## config.mk

```make
export PLATFORM = sky130hd
export DESIGN_NAME = knap_front
export DESIGN_NICKNAME = d
export VERILOG_FILES = /design/src/hdl/knap_pkg.sv /design/src/hdl/knap_front.sv
export SDC_FILE = /design/constraint.sdc
export NUM_CORES = 1
export LEC_CHECK = 0
export BUFFER_PORTS_ARGS = -buffer_cell sky130_fd_sc_hd__buf_2
export CAP_MARGIN = 40
export CORE_MARGIN = 3
export CORE_UTILIZATION = 48
export CTS_BUF_LIST = sky130_fd_sc_hd__clkbuf_2 sky130_fd_sc_hd__clkbuf_4 sky130_fd_sc_hd__clkbuf_8
export DETAILED_ROUTE_END_ITERATION = 10
export HOLD_SLACK_MARGIN = 0.03
export PLACE_DENSITY = 0.77
export RECOVER_POWER = 50
export REMOVE_ABC_BUFFERS = 1
export SLEW_MARGIN = 20
export SYNTH_ARGS = -nofsm -noshare
export SYNTH_HDL_FRONTEND = slang
export SYNTH_SLANG_ARGS = --single-unit
```

## constraint.sdc

```tcl
create_clock -name clk -period 2 [get_ports clk]
set_input_delay 0.3 -clock clk [delete_from_list [all_inputs] [get_ports clk]]
set_output_delay 0.3 -clock clk [all_outputs]
set_load 0.1 [all_outputs]
```

## src/hdl/knap_pkg.sv

```systemverilog
// shared types and constants for the knapsack solver core
// no dependencies; used by every module under hdl except knap_ram
package knap_pkg;

    // fixed field widths
    localparam int VALUE_W  = 16;
    localparam int WEIGHT_W = 10;
    localparam int CAP_W    = 10;
    localparam int RESULT_W = 32;

    // parameter defaults
    localparam int CAPACITY_MAX_DEF = 1023;
    localparam int VALUE_BITS_DEF   = 16;

    // depth of the queue between front and back
    localparam int QUEUE_DEPTH = 2;

    // what the back has to do with one queued item
    typedef enum logic [1:0] {
        KIND_EMPTY,   // capacity zero: result is zero, row untouched
        KIND_PROBE,   // item cannot fit: only best[capacity] is read
        KIND_SWEEP    // full walk from capacity down to 1
    } item_kind_t;

    typedef struct packed {
        logic [VALUE_W-1:0]  value;
        logic [WEIGHT_W-1:0] weight;
        logic                last;
        item_kind_t          kind;
    } item_t;

    typedef enum logic [1:0] {
        BK_CLEAR,
        BK_IDLE,
        BK_SWEEP,
        BK_DRAIN
    } back_state_t;

    typedef struct packed {
        logic clearing;
        logic draining;
    } back_status_t;

endpackage

```

## src/hdl/knap_front.sv

```systemverilog
// front end: accepts items, classifies them and queues the ones the back end needs
// depends on knap_pkg
module knap_front #(
    parameter int ADDR_W     = 10,
    parameter int VALUE_BITS = knap_pkg::VALUE_BITS_DEF
) (
    input  logic                         clk,
    input  logic                         rst_n,
    input  logic                         start,
    input  logic [knap_pkg::VALUE_W-1:0]  item_value,
    input  logic [knap_pkg::WEIGHT_W-1:0] item_weight,
    input  logic                         last_item,
    input  logic [ADDR_W-1:0]            cap,
    input  logic                         hold,
    output logic                         busy,
    output logic                         head_valid,
    output knap_pkg::item_t              head,
    input  logic                         pop
);

    localparam int CMP_W  = (ADDR_W > knap_pkg::WEIGHT_W) ? ADDR_W : knap_pkg::WEIGHT_W;
    localparam int QPTR_W = (knap_pkg::QUEUE_DEPTH > 1) ? $clog2(knap_pkg::QUEUE_DEPTH) : 1;
    localparam int QCNT_W = $clog2(knap_pkg::QUEUE_DEPTH + 1);
    localparam logic [knap_pkg::VALUE_W-1:0] VALUE_MASK =
        (VALUE_BITS >= knap_pkg::VALUE_W) ? {knap_pkg::VALUE_W{1'b1}}
                                          : knap_pkg::VALUE_W'((33'd1 << VALUE_BITS) - 33'd1);

    knap_pkg::item_t   q_reg [knap_pkg::QUEUE_DEPTH];
    logic [QPTR_W-1:0] wr_ptr_reg, wr_ptr_next;
    logic [QPTR_W-1:0] rd_ptr_reg, rd_ptr_next;
    logic [QCNT_W-1:0] count_reg, count_next;
    knap_pkg::item_t   item;
    logic              accept;
    logic              push;
    logic              full;

    // mask the value and classify the incoming item against the effective capacity
    always_comb
    begin
        item.value  = item_value & VALUE_MASK;
        item.weight = item_weight;
        item.last   = last_item;
        if (cap == '0)
        begin
            item.kind = knap_pkg::KIND_EMPTY;
        end
        else if (CMP_W'(item_weight) > CMP_W'(cap))
        begin
            item.kind = knap_pkg::KIND_PROBE;
        end
        else
        begin
            item.kind = knap_pkg::KIND_SWEEP;
        end
    end

    assign full   = (count_reg == QCNT_W'(knap_pkg::QUEUE_DEPTH));
    assign busy   = full || hold;
    assign accept = start && !busy;
    // items that change nothing and give no result are dropped
    assign push   = accept && (last_item || (item.kind == knap_pkg::KIND_SWEEP));

    assign head_valid = (count_reg != '0);
    assign head       = q_reg[rd_ptr_reg];

    // queue pointers and fill count
    always_comb
    begin
        wr_ptr_next = wr_ptr_reg;
        rd_ptr_next = rd_ptr_reg;
        count_next  = count_reg;
        if (push)
        begin
            wr_ptr_next = (wr_ptr_reg == QPTR_W'(knap_pkg::QUEUE_DEPTH - 1)) ? '0
                                                                           : wr_ptr_reg + 1'b1;
        end
        if (pop)
        begin
            rd_ptr_next = (rd_ptr_reg == QPTR_W'(knap_pkg::QUEUE_DEPTH - 1)) ? '0
                                                                           : rd_ptr_reg + 1'b1;
        end
        if (push && !pop)
        begin
            count_next = count_reg + 1'b1;
        end
        else if (pop && !push)
        begin
            count_next = count_reg - 1'b1;
        end
    end

    always_ff @(posedge clk or negedge rst_n)
    begin
        if (!rst_n)
        begin
            wr_ptr_reg <= '0;
            rd_ptr_reg <= '0;
            count_reg  <= '0;
        end
        else
        begin
            wr_ptr_reg <= wr_ptr_next;
            rd_ptr_reg <= rd_ptr_next;
            count_reg  <= count_next;
        end
    end

    // queue storage
    always_ff @(posedge clk)
    begin
        if (push)
        begin
            q_reg[wr_ptr_reg] <= item;
        end
    end

endmodule

```

==> results.sh <==
export IMPL_status="complete, but fails checks"
export IMPL_violations="negative setup slack"
export IMPL_worstSetupPathType="input port to register"
export IMPL_dr_pass1_iters=5
export IMPL_dp_cells=311
export IMPL_gp_routability_congestion=0.780
export IMPL_wire_per_inst_um=17.0
export IMPL_start_util_pct=50.4
export IMPL_nFillCells=316
export IMPL_period_minus_slack_ps=2000
export IMPL_drtIter0Drc=68
export IMPL_yosysWarnings=0
export IMPL_slew_headroom_pct=68.0
export IMPL_num_vias=1676
export IMPL_htree_levels=3
export IMPL_synthMostInstantiatedCell="edfxtp_1"
export IMPL_die_height_um=79.9
export IMPL_power_density_nw_per_um2=1580
export IMPL_drc=0
export IMPL_rows=26
export IMPL_internal_power_uw=3550
export IMPL_netlist_instances=156
export IMPL_cts_tree="yes"
export IMPL_clockBufferDepth=2
export IMPL_finalWorstSetupSlack_ps=-4.87
export IMPL_yosysTopAreaCell="edfxtp_1"
export IMPL_slew_violations=0
export IMPL_startpoint_type="input port"
export IMPL_cts_buffers=9
export IMPL_core_area_sq_um=5200
export IMPL_track_usage_pct=16.8
export IMPL_clk_pin_slew_worst_paths_ps=70
export IMPL_power_uw=6300
export IMPL_cts_sinks=62
export IMPL_critical_path_endpoint_type="register"
export IMPL_clock_skew_ps=6.27
export IMPL_synthToLayoutAreaGrowth_pct=52.3
export IMPL_synth_seq_area_share_pct=70.2
export IMPL_largest_register_ffs=58
export IMPL_netSwitchingPower_uw=2740
export IMPL_viasPerCell=5.13
export IMPL_hold_class="input port to register"
export IMPL_worst_slew_pin_slew_ps=484
export IMPL_crit_path_max_fanout=2
export IMPL_grt_max_degree=30
export IMPL_period_share_pct=100
export IMPL_setup_viol=1
export IMPL_synth_edf_count=58
export IMPL_yosysUniqueCellTypes=25
export IMPL_p_sw_share_pct=43.6
export IMPL_drive_gt1_share_pct=52.5
export IMPL_root_buffer="clkbuf_8"
export IMPL_clk_latency_ps=330
export IMPL_leakage_uw=0.00156
export IMPL_antenna_found_initial=0
export IMPL_overflow=0
export IMPL_wl_um=5550
export IMPL_vdd_drop_max_mv=1.00
export IMPL_power_share_combinational_pct=55.4
export IMPL_port_buffers=72
export IMPL_first_global_vias=1714
export IMPL_finalHoldViolCount=0
export IMPL_synth_common_cells="edfxtp_1 (58), mux2_2 (29), inv_1 (15), ha_1 (11), dfrtp_1 (4)"
export IMPL_place_hpwl_um=3530
export IMPL_arrival_ps=2250
export IMPL_syn_area_sq_um=2620
export IMPL_syn_avg_cell_area_sq_um=16.8
export IMPL_ant_nets=0
export IMPL_io_pins=73
export IMPL_post_cts_repair_setup_buffers=0
export IMPL_grt_pass1_wl_um=7980
export IMPL_p_clk_share_pct=17.7
export IMPL_ys_ff_latch=62
export IMPL_async_reset_ff_share_pct=6.45
export IMPL_ys_flop_type="edfxtp_1"
export IMPL_final_cells=327
export IMPL_antenna_cells=0
export IMPL_max_cap_violations=0
export IMPL_synth_top_area_share_pct=66.4
export IMPL_max_freq_mhz=499
export IMPL_die_area_sq_um=6390
export IMPL_nNetsFinal=306
export IMPL_power_frac_seq_pct=26.9
export IMPL_worstPathRequired_ps=2250
export IMPL_die_w_um=79.9
export IMPL_synth_area_leaders="edfxtp_1 (66%), mux2_2 (12%), ha_1 (5.2%), dfrtp_1 (3.8%), inv_1 (2.1%)"
==> placed cells by master, fill, tap and decap left out, types with 2 or more instances in the layout <==
master	Yosys	layout
a21o_1	2	2
a21oi_1	3	3
and2_1	2	2
buf_12	0	30
buf_2	0	19
buf_4	0	10
buf_6	0	12
bufinv_16	0	2
clkbuf_1	3	14
clkbuf_4	0	2
clkbuf_8	0	9
clkinv_1	0	2
clkinv_2	0	2
dfrtp_1	4	4
edfxtp_1	58	58
ha_1	11	2
ha_4	0	8
inv_1	15	7
inv_2	0	8
mux2_2	29	29
nand2_1	2	2
nand4_1	3	3
nor2b_1	3	3
nor4_1	2	2
o211a_1	2	2
o21a_1	2	2
xnor2_1	3	3
xor2_1	3	3
==> critical path, cell delays in order <==
cell and delay (ps):
buf_4 130, ha_4 260, nand4_1 150, nor2_2 180, a211oi_2 80, a221o_1 330
o21a_1 200, ha_2 180, xor2_1 150, nor2_1 130, xor2_1 160
==> final timing paths <==
path / from / end / slack [ps] / cells past startpoint
max in group asynchronous: rst_n / wr_ptr_reg$_DFFE_PN0N_ / 1570 / 2
worst min register to register: rd_ptr_reg$_DFFE_PN0P_ / rd_ptr_reg$_DFFE_PN0P_ / 520 / 1
worst max-delay path: item_weight[4] / count_reg[1]$_DFFE_PN0P_ / -5 / 11
worst min-delay path: item_value[8] / q_reg[1][21]$_DFFE_PP_ / 160 / 1
min in group asynchronous: rst_n / count_reg[0]$_DFFE_PN0P_ / 310 / 2
worst max register to register: count_reg[0]$_DFFE_PN0P_ / q_reg[0][20]$_DFFE_PP_ / 120 / 6
==> through the flow <==
step | hold WS [ps] | setup slack (ps) | TNS [ps] | cell area, sq um | util, %
floorplan | 4.41 | -329 | -19240 | 2610 | -
global placement | 112 | -233 | -13210 | 3630 | 69.7
detailed placement | 117 | -311 | -15480 | 3630 | 69.7
CTS | 149 | 39.0 | 0 | 3840 | 73.8
global route | 144 | -86.1 | -1610 | 4000 | 76.8
finish | 160 | -4.87 | -4.87 | 4000 | 76.8
==> final cells by class <==
cell class              instances  area, sq um  area share, %
repair buffers                 89          987           24.7
flip-flops and latches         62         1840           46.1
clock inverters                 6         77.6           1.94
clock buffers                   9          124           3.10
multi-input cells              76          821           20.5
well taps                      70         87.6           2.19
inverters                      15         56.3           1.41
==> power groups by stage <==
stage | clock network (uW) | logic, uW | registers, uW
global placement | 0 | 3430 | 1710
global route | 1190 | 3600 | 1710
finish | 1120 | 3490 | 1690
detailed placement | 0 | 3460 | 1720
CTS | 1130 | 3470 | 1690
floorplan | 0 | 2160 | 1770
==> kinds of logic (layout without fill, tap and decap cells) <==
group	after synthesis	after routing	share of synthesized area [%]
xor+xnor	6	6	2.00
simple gates	15	15	3.29
fa+ha+maj	11	11	5.25
buf+inv	18	119	2.58
compound gates	14	14	3.82
mux	30	30	12.8
flops	62	62	70.2
==> metal layers <==
layer  GRT usage (%)  wire length, um
met5               0                0
met3            6.21              355
met2            27.1             2830
met4            6.25               60
met1            20.7             2310
==> repair_timing <==
| action | CTS | global route |
|---|---|---|
| hold buffers | 1 | 0 |
| endpoints found under the hold margin | 4 | 0 |
| endpoints found under the setup margin | 0 | 59 |
| resized for setup | 0 | 36 |
Note: power is estimated with default switching activity, not from simulation.
